[config.mk]
export PLATFORM = sky130hd
export DESIGN_NAME = segment_load_and_translate_top_flat
export DESIGN_NICKNAME = d
export VERILOG_FILES = /design/src/slt_pkg.sv /design/src/slt_ifs.sv /design/src/slt_exec.sv /design/src/segment_load_and_translate_top.sv /design/src/flat_wrapper.sv
export SDC_FILE = /design/constraint.sdc
export NUM_CORES = 1
export LEC_CHECK = 0
export ABC_AREA = 1
export BUFFER_PORTS_ARGS = -buffer_cell sky130_fd_sc_hd__buf_2
export CAP_MARGIN = 0
export CORE_MARGIN = 4
export CORE_UTILIZATION = 35
export CTS_BUF_LIST = sky130_fd_sc_hd__clkbuf_8 sky130_fd_sc_hd__clkbuf_16
export DETAILED_ROUTE_END_ITERATION = 8
export GPL_TIMING_DRIVEN = 0
export SLEW_MARGIN = 25
export SYNTH_ARGS = -nofsm -noshare
export SYNTH_HDL_FRONTEND = slang
export SYNTH_SLANG_ARGS = --single-unit
[constraint.sdc]
create_clock -name clk_i -period 5.1 [get_ports clk_i]
set_clock_uncertainty 0.15 [all_clocks]
set_input_delay 1.53 -clock clk_i [delete_from_list [all_inputs] [get_ports clk_i]]
set_output_delay 1.53 -clock clk_i [all_outputs]
set_load 0.005 [all_outputs]
[src/slt_pkg.sv]
// ----------------------------------------------------------------------------
// slt_pkg: shared types and constants of the segment load and translate unit
// Segment numbers, access modes, configuration register indexes and the
// record kept for each segment register.
// ----------------------------------------------------------------------------
`default_nettype none

package slt_pkg;

  // Segment register file
  localparam int unsigned SEG_COUNT = 6;
  localparam int unsigned SEG_IDX_W = 3;
  localparam logic [SEG_IDX_W-1:0] SEG_CS = 3'd1;
  localparam logic [SEG_IDX_W-1:0] SEG_SS = 3'd2;

  // Configuration port
  localparam int unsigned CFG_IDX_W  = 2;
  localparam int unsigned CFG_DATA_W = 16;
  localparam logic [CFG_IDX_W-1:0] CFG_PROTECTED_MODE = 2'd0;
  localparam logic [CFG_IDX_W-1:0] CFG_A20_ENABLED    = 2'd1;
  localparam logic [CFG_IDX_W-1:0] CFG_GDT_LIMIT      = 2'd2;
  localparam logic [CFG_IDX_W-1:0] CFG_LDT_LIMIT      = 2'd3;

  // Access byte and flag bit positions inside the attribute field
  localparam int unsigned ATTR_RW   = 1;
  localparam int unsigned ATTR_EC   = 2;
  localparam int unsigned ATTR_CODE = 3;
  localparam int unsigned ATTR_DPL  = 5;
  localparam int unsigned ATTR_G    = 10;

  typedef enum logic [1:0] {
    OP_READ  = 2'd0,
    OP_WRITE = 2'd1,
    OP_EXEC  = 2'd2,
    OP_LOAD  = 2'd3
  } mode_e;

  // One segment register with its descriptor cache
  typedef struct packed {
    logic [15:0] selector;
    logic [31:0] base;
    logic [19:0] limit;
    logic [10:0] attr;
  } seg_entry_t;

  // One input item
  typedef struct packed {
    mode_e                mode;
    logic [SEG_IDX_W-1:0] segment;
    logic [31:0]          offset;
    logic [15:0]          selector;
    logic [63:0]          descriptor_word;
  } item_t;

  // One result item
  typedef struct packed {
    logic [31:0] address;
    logic        fault;
  } result_t;

  // Control registers seen by the execute logic
  typedef struct packed {
    logic        protected_mode;
    logic        a20_enabled;
    logic [15:0] gdt_limit;
    logic [15:0] ldt_limit;
  } cfg_t;

  // Segment register update from the execute logic
  typedef struct packed {
    logic                 we;
    logic [SEG_IDX_W-1:0] idx;
    seg_entry_t           entry;
  } seg_wr_t;

endpackage

`default_nettype wire

[src/slt_ifs.sv]
// ----------------------------------------------------------------------------
// slt_ifs: valid/ready channels of the segment load and translate unit
// Input channel carries a load or translate request, output channel the
// translated address or new base with a fault flag.
// ----------------------------------------------------------------------------
`default_nettype none

interface slt_in_if;
  logic        valid;
  logic        ready;
  logic [1:0]  mode;
  logic [2:0]  segment;
  logic [31:0] offset;
  logic [15:0] selector;
  logic [63:0] descriptor_word;

  modport source (output valid, mode, segment, offset, selector, descriptor_word,
                  input ready);
  modport sink   (input valid, mode, segment, offset, selector, descriptor_word,
                  output ready);
endinterface

interface slt_out_if;
  logic        valid;
  logic        ready;
  logic [31:0] address;
  logic        fault;

  modport source (output valid, address, fault, input ready);
  modport sink   (input valid, address, fault, output ready);
endinterface

`default_nettype wire

[src/slt_exec.sv]
// ----------------------------------------------------------------------------
// slt_exec: single-pass load and translate logic
// Given one registered item, the addressed segment register and the CS
// selector, forms the result beat and the segment register update.
// ----------------------------------------------------------------------------
`default_nettype none

module slt_exec
  import slt_pkg::*;
(
  input  item_t      item_i,
  input  seg_entry_t entry_i,
  input  logic [1:0] cpl_i,
  input  cfg_t       cfg_i,
  output result_t    result_o,
  output seg_wr_t    wr_o
);

  logic        seg_ok;
  logic [15:0] tbl_idx;
  logic [15:0] tbl_lim;
  logic        load_fault;
  seg_entry_t  new_entry;
  logic [31:0] lim_scaled;
  logic [1:0]  dpl;
  logic        rw;
  logic        ec;
  logic        is_code;
  logic        type_fault;
  logic [31:0] base_eff;
  logic [31:0] lin_addr;
  logic [31:0] masked_addr;
  logic        xlat_fault;
  logic        is_load;

  assign seg_ok  = (item_i.segment < SEG_IDX_W'(SEG_COUNT));
  assign is_load = (item_i.mode == OP_LOAD);

  // Load: table checks and descriptor unpacking, or the real-mode base from the selector
  assign tbl_idx = {item_i.selector[15:3], 3'b000};
  assign tbl_lim = item_i.selector[2] ? cfg_i.ldt_limit : cfg_i.gdt_limit;

  always_comb begin
    load_fault = 1'b0;
    new_entry  = entry_i;
    new_entry.selector = item_i.selector;
    if (cfg_i.protected_mode) begin
      if (((item_i.segment == SEG_CS) || (item_i.segment == SEG_SS)) &&
          (tbl_idx == 16'h0000)) begin
        load_fault = 1'b1;
      end
      if (tbl_idx > tbl_lim) begin
        load_fault = 1'b1;
      end
      new_entry.base  = {item_i.descriptor_word[63:56], item_i.descriptor_word[39:16]};
      new_entry.limit = {item_i.descriptor_word[51:48], item_i.descriptor_word[15:0]};
      new_entry.attr  = {item_i.descriptor_word[55], item_i.descriptor_word[54],
                         item_i.descriptor_word[52], item_i.descriptor_word[47:40]};
    end else begin
      new_entry.base = {12'h000, item_i.selector, 4'h0};
    end
  end

  // Translate: type and privilege checks, limit scaling
  assign dpl     = entry_i.attr[ATTR_DPL +: 2];
  assign rw      = entry_i.attr[ATTR_RW];
  assign ec      = entry_i.attr[ATTR_EC];
  assign is_code = entry_i.attr[ATTR_CODE];
  assign lim_scaled = entry_i.attr[ATTR_G] ? {entry_i.limit, 12'h000}
                                           : {12'h000, entry_i.limit};

  always_comb begin
    type_fault = 1'b0;
    if (is_code) begin
      if (item_i.mode == OP_WRITE) begin
        type_fault = 1'b1;
      end
      if ((item_i.mode == OP_READ) && !rw) begin
        type_fault = 1'b1;
      end
      if ((cpl_i > dpl) && !((item_i.mode == OP_EXEC) && ec)) begin
        type_fault = 1'b1;
      end
    end else begin
      if (item_i.mode == OP_EXEC) begin
        type_fault = 1'b1;
      end
      if ((item_i.mode == OP_WRITE) && !rw) begin
        type_fault = 1'b1;
      end
      if (cpl_i > dpl) begin
        type_fault = 1'b1;
      end
    end
  end

  // Expand-down data segments sit below the base
  assign base_eff = (!is_code && ec) ? (entry_i.base - lim_scaled) : entry_i.base;

  always_comb begin
    if (cfg_i.protected_mode) begin
      xlat_fault = type_fault || (item_i.offset > lim_scaled);
      lin_addr   = base_eff + item_i.offset;
    end else begin
      xlat_fault = 1'b0;
      lin_addr   = {12'h000, entry_i.selector, 4'h0} + item_i.offset;
    end
  end

  // Drop address bits 31..20 while the A20 gate is closed
  assign masked_addr = cfg_i.a20_enabled ? lin_addr : {12'h000, lin_addr[19:0]};

  // Pick the result and the register update
  always_comb begin
    result_o = '0;
    wr_o     = '0;
    wr_o.idx   = item_i.segment;
    wr_o.entry = new_entry;
    if (!seg_ok) begin
      result_o.fault = 1'b1;
    end else if (is_load) begin
      if (load_fault) begin
        result_o.fault = 1'b1;
      end else begin
        result_o.address = new_entry.base;
        wr_o.we          = 1'b1;
      end
    end else if (xlat_fault) begin
      result_o.fault = 1'b1;
    end else begin
      result_o.address = masked_addr;
    end
  end

endmodule

`default_nettype wire

[src/segment_load_and_translate_top.sv]
// ----------------------------------------------------------------------------
// segment_load_and_translate_top: segment register file with address
// translation
// Holds six segment registers with descriptor caches, loads selectors and
// translates offsets into linear addresses with protection checks.
// ----------------------------------------------------------------------------
// Each item passes through the input register, where the load or translate
// logic runs, and then the result register. As long as the output side keeps
// taking results, a new item is taken in every cycle and results come at one
// per cycle. A load updates the segment register at the edge its result is
// registered, so the very next item already sees the new base, limit and
// attributes. Configuration writes take effect on the following edge.
`default_nettype none

module segment_load_and_translate_top
  import slt_pkg::*;
(
  input  wire logic                  clk_i,
  input  wire logic                  rst_ni,
  slt_in_if.sink                     in_i,
  slt_out_if.source                  out_o,
  input  wire logic                  cfg_we_i,
  input  wire logic [CFG_IDX_W-1:0]  cfg_index_i,
  input  wire logic [CFG_DATA_W-1:0] cfg_wdata_i
);

  cfg_t       cfg_q;
  seg_entry_t seg_q [SEG_COUNT];
  logic       s1_valid_q;
  item_t      s1_item_q;
  logic       out_valid_q;
  result_t    out_q;
  logic       s1_advance;
  seg_entry_t entry_rd;
  result_t    result_d;
  seg_wr_t    seg_wr;

  // Configuration registers
  always_ff @(posedge clk_i or negedge rst_ni) begin
    if (!rst_ni) begin
      cfg_q <= '0;
    end else if (cfg_we_i) begin
      case (cfg_index_i)
        CFG_PROTECTED_MODE: cfg_q.protected_mode <= cfg_wdata_i[0];
        CFG_A20_ENABLED:    cfg_q.a20_enabled    <= cfg_wdata_i[0];
        CFG_GDT_LIMIT:      cfg_q.gdt_limit      <= cfg_wdata_i;
        CFG_LDT_LIMIT:      cfg_q.ldt_limit      <= cfg_wdata_i;
        default: begin
        end
      endcase
    end
  end

  // Advance the input register when the result register is free or being drained
  assign s1_advance = s1_valid_q && (!out_valid_q || out_o.ready);
  assign in_i.ready = !s1_valid_q || s1_advance;

  always_ff @(posedge clk_i or negedge rst_ni) begin
    if (!rst_ni) begin
      s1_valid_q <= 1'b0;
    end else if (in_i.ready) begin
      s1_valid_q <= in_i.valid;
    end
  end

  always_ff @(posedge clk_i) begin
    if (in_i.valid && in_i.ready) begin
      s1_item_q.mode            <= mode_e'(in_i.mode);
      s1_item_q.segment         <= in_i.segment;
      s1_item_q.offset          <= in_i.offset;
      s1_item_q.selector        <= in_i.selector;
      s1_item_q.descriptor_word <= in_i.descriptor_word;
    end
  end

  // Read the addressed segment register; out-of-range numbers fault anyway
  assign entry_rd = (s1_item_q.segment < SEG_IDX_W'(SEG_COUNT)) ?
                    seg_q[s1_item_q.segment] : '0;

  slt_exec u_exec (
    .item_i   (s1_item_q),
    .entry_i  (entry_rd),
    .cpl_i    (seg_q[SEG_CS].selector[1:0]),
    .cfg_i    (cfg_q),
    .result_o (result_d),
    .wr_o     (seg_wr)
  );

  // Segment register file, written when a load retires
  always_ff @(posedge clk_i or negedge rst_ni) begin
    if (!rst_ni) begin
      for (int i = 0; i < SEG_COUNT; i++) begin
        seg_q[i] <= '0;
      end
    end else if (s1_advance && seg_wr.we) begin
      seg_q[seg_wr.idx] <= seg_wr.entry;
    end
  end

  // Result register: hold while stalled
  always_ff @(posedge clk_i or negedge rst_ni) begin
    if (!rst_ni) begin
      out_valid_q <= 1'b0;
    end else if (s1_advance) begin
      out_valid_q <= 1'b1;
    end else if (out_o.ready) begin
      out_valid_q <= 1'b0;
    end
  end

  always_ff @(posedge clk_i) begin
    if (s1_advance) begin
      out_q <= result_d;
    end
  end

  assign out_o.valid   = out_valid_q;
  assign out_o.address = out_q.address;
  assign out_o.fault   = out_q.fault;

endmodule

`default_nettype wire

[src/flat_wrapper.sv]
// flat-port wrapper written by rule: the top's interface ports become plain ports
module segment_load_and_translate_top_flat import slt_pkg::*;
  (clk_i, rst_ni, cfg_we_i, cfg_index_i, cfg_wdata_i, in_i_valid, in_i_mode, in_i_segment, in_i_offset, in_i_selector, in_i_descriptor_word, in_i_ready, out_o_valid, out_o_address, out_o_fault, out_o_ready);
  slt_in_if in_i_i ();
  slt_out_if out_o_i ();
  input  wire logic clk_i;
  input  wire logic rst_ni;
  input  wire logic cfg_we_i;
  input  wire logic [CFG_IDX_W-1:0] cfg_index_i;
  input  wire logic [CFG_DATA_W-1:0] cfg_wdata_i;
  input wire logic [$bits(in_i_i.valid)-1:0] in_i_valid;
  input wire logic [$bits(in_i_i.mode)-1:0] in_i_mode;
  input wire logic [$bits(in_i_i.segment)-1:0] in_i_segment;
  input wire logic [$bits(in_i_i.offset)-1:0] in_i_offset;
  input wire logic [$bits(in_i_i.selector)-1:0] in_i_selector;
  input wire logic [$bits(in_i_i.descriptor_word)-1:0] in_i_descriptor_word;
  output wire logic [$bits(in_i_i.ready)-1:0] in_i_ready;
  output wire logic [$bits(out_o_i.valid)-1:0] out_o_valid;
  output wire logic [$bits(out_o_i.address)-1:0] out_o_address;
  output wire logic [$bits(out_o_i.fault)-1:0] out_o_fault;
  input wire logic [$bits(out_o_i.ready)-1:0] out_o_ready;
  assign in_i_i.valid = in_i_valid;
  assign in_i_i.mode = in_i_mode;
  assign in_i_i.segment = in_i_segment;
  assign in_i_i.offset = in_i_offset;
  assign in_i_i.selector = in_i_selector;
  assign in_i_i.descriptor_word = in_i_descriptor_word;
  assign in_i_ready = in_i_i.ready;
  assign out_o_valid = out_o_i.valid;
  assign out_o_address = out_o_i.address;
  assign out_o_fault = out_o_i.fault;
  assign out_o_i.ready = out_o_ready;
  segment_load_and_translate_top u_core (.clk_i(clk_i), .rst_ni(rst_ni), .in_i(in_i_i), .out_o(out_o_i), .cfg_we_i(cfg_we_i), .cfg_index_i(cfg_index_i), .cfg_wdata_i(cfg_wdata_i));
endmodule
== Yosys cells after proc, flatten, opt, wreduce, memory -nomap -nowiden ==
Cells that the tools add are included.

* Reduce and logical (&&, ||, !) cells: 27
* Eq/ne operators: 8
* $mul: 0
* Order comparisons: 6
* Bitwise gates (word level): 1
* Add/sub/neg operators: 3
* Divide/modulo/power cells: 0
* Multiplexer cells: 35
* Shift-type cells: 0

{| class="wikitable"
|+ Operators by type and width
! kind !! number
|-
| $bwmux W474 || 1
|-
| $mux W79 || 4
|-
| $bmux W79 S3 || 1
|-
| $demux W79 S3 || 1
|-
| $mux W32 || 7
|-
| $mux W33 || 1
|-
| $add A20 B32 Y32 || 1
|-
| $add A32 B32 Y32 || 1
|-
| $gt A32 B32 Y1 || 1
|-
| $sub A32 B32 Y32 || 1
|-
| $mux W31 || 1
|-
| $mux W1 || 18
|-
| $gt A16 B16 Y1 || 1
|-
| $logic_not A16 Y1 || 1
|-
| $mux W16 || 1
|-
| $logic_and A1 B1 Y1 || 10
|-
| $eq A2 B2 Y1 const B || 4
|-
| $reduce_and A2 Y1 || 4
|-
| $logic_not A1 Y1 || 5
|-
| $eq A2 B1 Y1 const B || 2
|-
| $ge A4 B4 Y1 const B || 1
|-
| $logic_not A2 Y1 || 2
|-
| $logic_or A1 B1 Y1 || 4
|-
| $lt A4 B1 Y1 const B || 1
|-
| other kinds (6) || 6
|}

* Register bits after elaboration: 660
* Bits in latches: 0
* Word-level logic and storage cells: 117
* Output and inout port bits: 35
* Bits of input ports: 140
* Memories kept: 0
* RAM bits: 0
* Memory bits (read-only): 0

== Longest topological paths before layout ==
Gate-level depths: netlist of the first run.

* Word-level depth: 14
* Gate-level depth with buffers: 41
* Mapped depth without buffers: 37

== Hierarchy ==
Synthesis of the first run repeated with hierarchy kept, for this count alone.

* Cells, all modules: 5451
* Area, all modules: 40248.6 µm²

{| class="wikitable"
|+ By module, submodules not included
! module !! area an instance (µm²) !! times used !! seq. area each (µm²) !! cells each
|-
| segment_load_and_translate_top || 31781.7 || 1 || 17266.6 || 3872
|-
| slt_exec || 8466.9 || 1 || 0.0 || 1579
|}

== Worst setup path before layout of the first run ==
OpenSTA, ideal clock, no wires.

* Path kind: reg2reg
* Start: register u_core.s1_item_q[112] (netlist bit)
* End: register u_core.out_q, in the netlist u_core.out_o.address[18], data pin
* Buffers on the path: 4
* Stages on the path, launching flop included: 30
* Setup time: 0.270 ns
* Data required time: 4.680 ns
* Arrival: 4.787 ns
* Path slack: -0.107 ns
* Period minus slack after synthesis: 5.207 ns
* Cells stage by stage: edfxtp_1 buf_4 buf_2 nor3_2 buf_2 buf_1 nand2_1 o2111a_1 ha_1 inv_1 fa_1 nand3_1 nand2_1 a31oi_1 o21ai_0 inv_1 o21ai_0 xnor2_1 nand2_1 o21ai_0 inv_1 ha_1 nand2_1 nor4_1 nand2_1 nand2_1 a21oi_1 and2_1 o211ai_1 a21oi_1

* Cells in the longest elaborated chain, start to end: 14
* Elaborated cells between the ends (all ways): 40
* Classes of those cells: 3 x add/sub; 3 x order compare; 2 x eq/ne; 20 x mux; 1 x bitwise; 11 x reduce/logical

{| class="wikitable"
|+ RTL lines
! what !! RTL line !! RTL
|-
| from (decl) || segment_load_and_translate_top.sv:30 || <nowiki>item_t s1_item_q;</nowiki>
|-
| parallel branches: the longest is 14 deep, another holds $sub A32 B32 Y32 || - ||
|-
| to (signal assigned) || segment_load_and_translate_top.sv:113 || <nowiki>out_q <= result_d;</nowiki>
|-
| to (decl) || segment_load_and_translate_top.sv:32 || <nowiki>result_t out_q;</nowiki>
|}

Parallel ways; which one is timed is not known. The select of a mux whose other input is x is not followed.
A chain may end at the register's enable or synchronous reset.

== Worst setup path in the final report of the first run ==
* Start: register u_core.s1_item_q[114] (netlist bit)
* End: register u_core.out_q, in the netlist u_core.out_o.address[21], data pin

Same word-level chain as after synthesis.

==> results of run 1 <==
registers in the layout, indices dropped and copies added, names as in the netlist:
name	count
u_core.s1_item_q	111
u_core.out_o.fault	1
u_core.out_o.address	32
u_core.cfg_q	34
u_core.s1_valid_q	1
u_core.out_o.valid	1
u_core.seg_q	444
cell type report:
class	count	area, µm²
Multi-Input combinational cell	3130	17600
Tap cell	1265	1580
Buffer	247	1560
Fill cell	9278	52300
Timing Repair Buffer	357	2670
Clock buffer	91	2140
Inverter	197	788
Clock inverter	41	372
Sequential cell	624	16300
logic make-up (layout without fill, tap and decap cells):
group	after synthesis	in the layout	synth area share, %
adders and majority gates	132	132	4.97
buffers and inverters	444	933	5.53
muxes	14	14	0.416
xor gates and xnor gates	47	47	1.22
and+or+nand+nor	2405	2405	29.8
AOI/OAI and AO/OA	532	532	9.53
DFF	624	624	48.5
critical path, delay by kind of cell, from the launching register on:
| family | cells | cell delay [ps] |
|---|---|---|
| AOI/OAI and AO/OA | 11 | 1800 |
| xor gates and xnor gates | 1 | 160 |
| DFF | 1 | 500 |
| buffers and inverters | 10 | 1250 |
| and+or+nand+nor | 7 | 710 |
| adders and majority gates | 3 | 800 |
metal layers:
metal | global-route usage (%) | share of wire, % | vias to the layer above
met3 | 5.92 | 9.6 | 380
met2 | 41.0 | 44 | 1805
li1 | - | - | 15000
met1 | 34.6 | 39 | 16000
met4 | 16.5 | 6.9 | 4
met5 | 0 | 0.018 | -
worst paths after layout:
check                                           endpoint  slack, ps                   from  cells past startpoint
min in group asynchronous              u_core.seg_q[317]        640                 rst_ni                      1
worst max-delay path            u_core.out_o.address[21]       -590  u_core.s1_item_q[114]                     32
worst min register to register         u_core.seg_q[283]        320      u_core.seg_q[283]                      2
worst max register to register  u_core.out_o.address[21]       -590  u_core.s1_item_q[114]                     32
worst min-delay path                   u_core.seg_q[283]        320      u_core.seg_q[283]                      2
max in group asynchronous              u_core.seg_q[128]       2780                 rst_ni                      4
power groups by stage:
stage               logic, mW  clock network (mW)  registers, mW
finish                   7.12                5.49           6.51
global route             7.67                5.75           6.59
CTS                      6.27                5.54           6.48
detailed placement       5.03                   0           6.55
global placement         4.96                   0           6.56
floorplan                3.37                   0           6.42
through the flow:
| stage | cell area, µm² | util, % | std cells | worst slack (ps) | setup TNS (ps) |
|---|---|---|---|---|---|
| after global routing | 43000 | 45.1 | 5952 | -778 | -13240 |
| after detailed placement | 36400 | 38.1 | 5640 | -2680 | -64210 |
| final | 43000 | 45.1 | 5952 | -594 | -9110 |
| after CTS | 41700 | 43.8 | 5896 | -448 | -5500 |
| after global placement | 36100 | 37.9 | 5631 | -7950 | -3962830 |
| after floorplan | 33700 | - | 4198 | 30.8 | 0 |
repair_timing:
action                                 4_1_cts  5_1_grt
pin swaps                                  112      127
buffers inserted                           123       57
endpoints found under the hold margin        0        0
gates cloned                                 2        1
setup endpoints to repair                   33      294
resized for setup                          447      194
cell usage in the layout (no fill, tap or decap), types with 15 or more instances in the layout:
cell       Yosys  layout
nand2_1     1581    1525
nand3_1      562     545
dfrtp_1      480     480
buf_2         96     239
inv_1        190     186
buf_4         11     161
edfxtp_1     144     144
nor2_1       143     110
a21oi_1      189     109
a22oi_1      108      95
clkbuf_16      0      83
clkbuf_1      95      83
ha_1         129      80
o21ai_0      128      74
a21oi_2        0      70
nand4_1       67      67
ha_4           0      45
nand2_2        2      40
buf_6          3      34
o21ai_1       12      33
buf_1         35      28
buf_12         0      25
o21ai_2        0      23
xnor2_1       26      22
xor2_1        21      20
nor2_4         1      18
nand2_4        0      16
inv_2          6      16
nor2_2         0      16
nand3_2        1      15
==> impl_metrics.csv, run 1 <==
group,metric,value,unit
run_status,status,"complete, but fails checks",
run_status,violations,"setup timing",
timing,slew_violations,0,
clock_network,hold_buffers,0,
global_routing,grt_usage,26.8,%
clock_network,clockBufferDepth,3,
detailed_routing,routedWlPerCell,23.7,µm
floorplan,start_util,35.3,%
critical_path,crit_path_top_delay_cell,"edfxtp_1",
timing,timing.final.crit_share,112,%
power,total_power,19.1,mW
timing,worst_hold_slack,320,ps
yosys,syn_area,33700,µm²
floorplan,die-area,101000,µm²
critical_path,cp_slowest_stage_delay,500,ps
yosys,synth_top_area_share,35.7,%
place,numPortBuffers,168,
yosys,yosys-top-cells-area,"dfrtp_1 (36%), nand2_1 (18%), edfxtp_1 (13%)",
yosys,yosysWarnings,0,
timing,min_period,5690,ps
place,hpwl,99400,µm
detailed_routing,viasPerCell,5.57,
timing,clock.fmax,0.176,GHz
final_layout,drive_gt1_share,20.7,%
clock_network,clkLatencyLatePin,650,ps
floorplan,rows,113,
detailed_routing,routed_wl,141000,µm
yosys,yosysUniqueCellTypes,49,
power,pwr-share-comb,37.2,%
global_routing,grt_pass1_wl,205000,µm
detailed_routing,drc_errors,0,
clock_network,ctsHtreeMaxLevel,3,
min_path,hold_path_class,"flip-flop to flip-flop",
critical_path,cp_max_fo,10,
critical_path,crit_required,5320,ps
global_routing,antenna_found_initial,2,
clock_network,cts_tree,"yes",
flow_run,max_cap_viol_count,0,
clock_network,cts.sinks,624,
detailed_routing,drt_iter0_drc,3996,
yosys,async_flop_share,76.9,%
timing,hold_viol,0,
timing,fin_ws,-594,ps
detailed_routing,dr.pass1.iters,8,
yosys,syn_nets,4470,
critical_path,startpoint_type,"flip-flop",
detailed_routing,vias,33200,
critical_path,critPathKind,"flip-flop to flip-flop",
power,peakVddDrop,0.276,mV
timing,setup_viol,21,
yosys,ys.flop_type,"dfrtp_1",
power,pwr-share-seq,34.0,%
global_routing,first_global_vias,31400,
critical_path,worstPathArrival,5910,ps
yosys,syn_area_per_cell,8.02,µm²
floorplan,core,95300,µm²
critical_path,endpoint_kind,"flip-flop",
final_layout,num_antenna_cells,0,
place,globalplace.congestion,0.974,
detailed_routing,postRouteAntennaNets,0,
power,swShare,37.8,%
power,p_leak,21.0,nW
yosys,synth-edff-count,144,
yosys,synthTopCellsByCount,"nand2_1 (1581), nand3_1 (562), dfrtp_1 (480), inv_1 (190), a21oi_1 (189)",
yosys,syn_inst,4198,
power,internal-power,11.9,mW
clock_network,cts_root_buffer,"clkbuf_16",
global_routing,overflow,0,
yosys,ys_seq_elements,624,
final_layout,nets,4902,
clock_network,clk_pin_slew,60,ps
floorplan,pin_count,175,
final_layout,syn_to_final_growth,27.7,%
clock_network,cts_buffers,73,
yosys,yosysMostFrequentCell,"nand2_1",
power,clkPwrFrac,28.7,%
yosys,ys_seq_area_share,48.5,%
floorplan,die_x,318,µm
timing,rsz0062_at_grt,"true",
global_routing,grt_start_max_net_pins,90,
critical_path,crit_top_cell,"buf_4",
timing,tightest_slew,1160,ps
floorplan,die_h,318,µm
power,p_sw,7.23,mW
timing,max_slew_margin,22.5,%
yosys,synth_largest_area_cell,"dfrtp_1",
power,power_density,445,nW/µm²
(Power assumes the default switching activity.)
==> run 2, diff against run 1 <==
Settings changed: CORE_ASPECT_RATIO set to 1.75, CORE_UTILIZATION 35 to 50, PLACE_DENSITY set to 0.7.
==> impl_metrics.csv, run 2 (same netlist as run 1, synthesis figures left out) <==
group,metric,value,unit
critical_path,worstPathArrival,6230,ps
min_path,hold_path_class,"flip-flop to flip-flop",
critical_path,endpoint_kind,"flip-flop",
clock_network,cts_buffers,58,
final_layout,nets,4808,
final_layout,largest_register_ffs,444,
floorplan,die-area,71700,µm²
critical_path,crit_required,5330,ps
floorplan,rows,125,
detailed_routing,routedWlPerCell,25.8,µm
final_layout,syn_to_final_growth,21.2,%
critical_path,cp_slowest_stage_delay,490,ps
detailed_routing,wl_met2,68000,µm
clock_network,ctsHtreeMaxLevel,2,
timing,slew_violations,0,
critical_path,r2r-start,"u_core.s1_item_q[113]",
timing,worst_hold_slack,322,ps
place,place_ws,-3870,ps
clock_network,clk_pin_slew,70,ps
timing,timing.final.crit_share,118,%
power,p_leak,20.2,nW
critical_path,endpoint,"u_core.out_o.address[24]",
floorplan,start_util,50.5,%
timing,hold_viol,0,
final_layout,final_common_cell,"nand2_1",
critical_path,crit_path_top_delay_cell,"edfxtp_1",
place,numPortBuffers,168,
critical_path,worst_r2r_path_depth,32,
timing,rsz0062_at_grt,"true",
timing,fin_ws,-905,ps
timing,tightest_slew,1150,ps
clock_network,clockBufferDepth,3,
critical_path,cp_max_fo,4,
clock_network,cts_tree,"yes",
timing,min_period,6000,ps
detailed_routing,wl_met1,45700,µm
detailed_routing,vias,32900,
critical_path,startpoint_type,"flip-flop",
timing,setup_viol,26,
final_layout,finish.utilization,61.3,%
flow_run,max_cap_viol_count,0,
floorplan,core,66600,µm²
clock_network,cts.sinks,624,
detailed_routing,wl_met3,10900,µm
global_routing,grt_pass1_wl,204000,µm
global_routing,first_global_vias,32500,
power,peakVddDrop,0.334,mV
critical_path,critPathKind,"flip-flop to flip-flop",
detailed_routing,drt_iter0_drc,3342,
critical_path,critical_path.startpoint,"u_core.s1_item_q[113]",
global_routing,overflow,0,
global_routing,antenna_found_initial,12,
final_layout,reg.largest.list,"u_core.seg_q x444, u_core.s1_item_q x111, u_core.cfg_q x34",
detailed_routing,drc_errors,0,
detailed_routing,postRouteAntennaNets,0,
final_layout,design_area,40800,µm²
final_layout,final_cell_mix,"nand2_1 (1539), nand3_1 (542), dfrtp_1 (480), buf_2 (240), inv_1 (189)",
critical_path,r2r-end,"u_core.out_o.address[24]",
detailed_routing,routed_wl,141000,µm
global_routing,grt_usage,38.4,%
floorplan,die_h,351,µm
place,hpwl,106000,µm
final_layout,largest_register,"u_core.seg_q",
detailed_routing,top_layer_used,"met5",
floorplan,die_x,204,µm
power,power_density,449,nW/µm²
floorplan,pin_count,175,
clock_network,cts_root_buffer,"clkbuf_16",
clock_network,clkLatencyLatePin,650,ps
final_layout,drive_gt1_share,17.4,%
timing,max_slew_margin,22.8,%
place,globalplace.congestion,0.987,
place,placed_area,35800,µm²
timing,clock.fmax,0.167,GHz
detailed_routing,viasPerCell,6.01,
run_status,violations,"setup timing",
run_status,status,"complete, but fails checks",
global_routing,grt_start_max_net_pins,93,
timing,tns,-16850,ps
critical_path,r2r_slack,-900,ps
detailed_routing,dr.pass1.iters,6,
==> run 2: power breakdown <==
group	internal, mW	switching (mW)	total, mW
clock	2.43	2.07	4.50
combinational	2.62	4.72	7.34
sequential	5.99	0.519	6.51
total	11.0	7.31	18.3
==> run 2: critical path: cells and delay by family (launching register included) <==
kind / cells / cell delay, ps
buffers and inverters: 8 / 1080
AOI/OAI and AO/OA: 7 / 1070
and+or+nand+nor: 12 / 1620
DFF: 1 / 490
adders and majority gates: 3 / 920
xor gates and xnor gates: 2 / 360
==> run 2: area by class of cell <==
type | instances | area, µm²
sequential | 624 | 16300
tap | 889 | 1110
buffer | 247 | 1400
inverter | 197 | 774
multi-input combinational | 3130 | 17300
antenna | 6 | 15.0
clock buffer | 68 | 1610
fill | 6128 | 25800
timing repair buffer | 278 | 1970
clock inverter | 40 | 333
==> run 2: metrics by stage <==
| step | power, mW | instances |
|---|---|---|
| after CTS | 17.7 | 5445 |
| after global placement | 11.9 | 5255 |
| after detailed placement | 11.9 | 5261 |
| after global routing | 19.1 | 5474 |
| after floorplan | 9.79 | 4198 |
| final | 18.3 | 5479 |
==> run 2: routing by layer <==
metal  vias up  GRT usage (%)
met4        12           35.5
met5         -              0
met2      1811           64.8
li1      14800              -
met3       675           7.62
met1     15700           39.8
==> run 2: timing repair <==
item | CTS | global route
pin swaps | 99 | 84
endpoints found under the setup margin | 33 | 294
gates resized for setup | 400 | 116
cloned | 0 | 0
buffers inserted | 80 | 30
hold buffers | 0 | 0
==> run 2: worst min-delay path by stage <==
stage	from	to	slack, ps	cells after the start
after global placement	u_core.seg_q[206]	u_core.seg_q[206]	300	2
final	u_core.seg_q[422]	u_core.seg_q[422]	320	2
after detailed placement	u_core.seg_q[201]	u_core.seg_q[201]	310	2
after CTS	u_core.seg_q[340]	u_core.seg_q[340]	320	2
after global routing	u_core.seg_q[136]	u_core.seg_q[136]	330	2
after floorplan	u_core.seg_q[10]	u_core.seg_q[10]	290	2
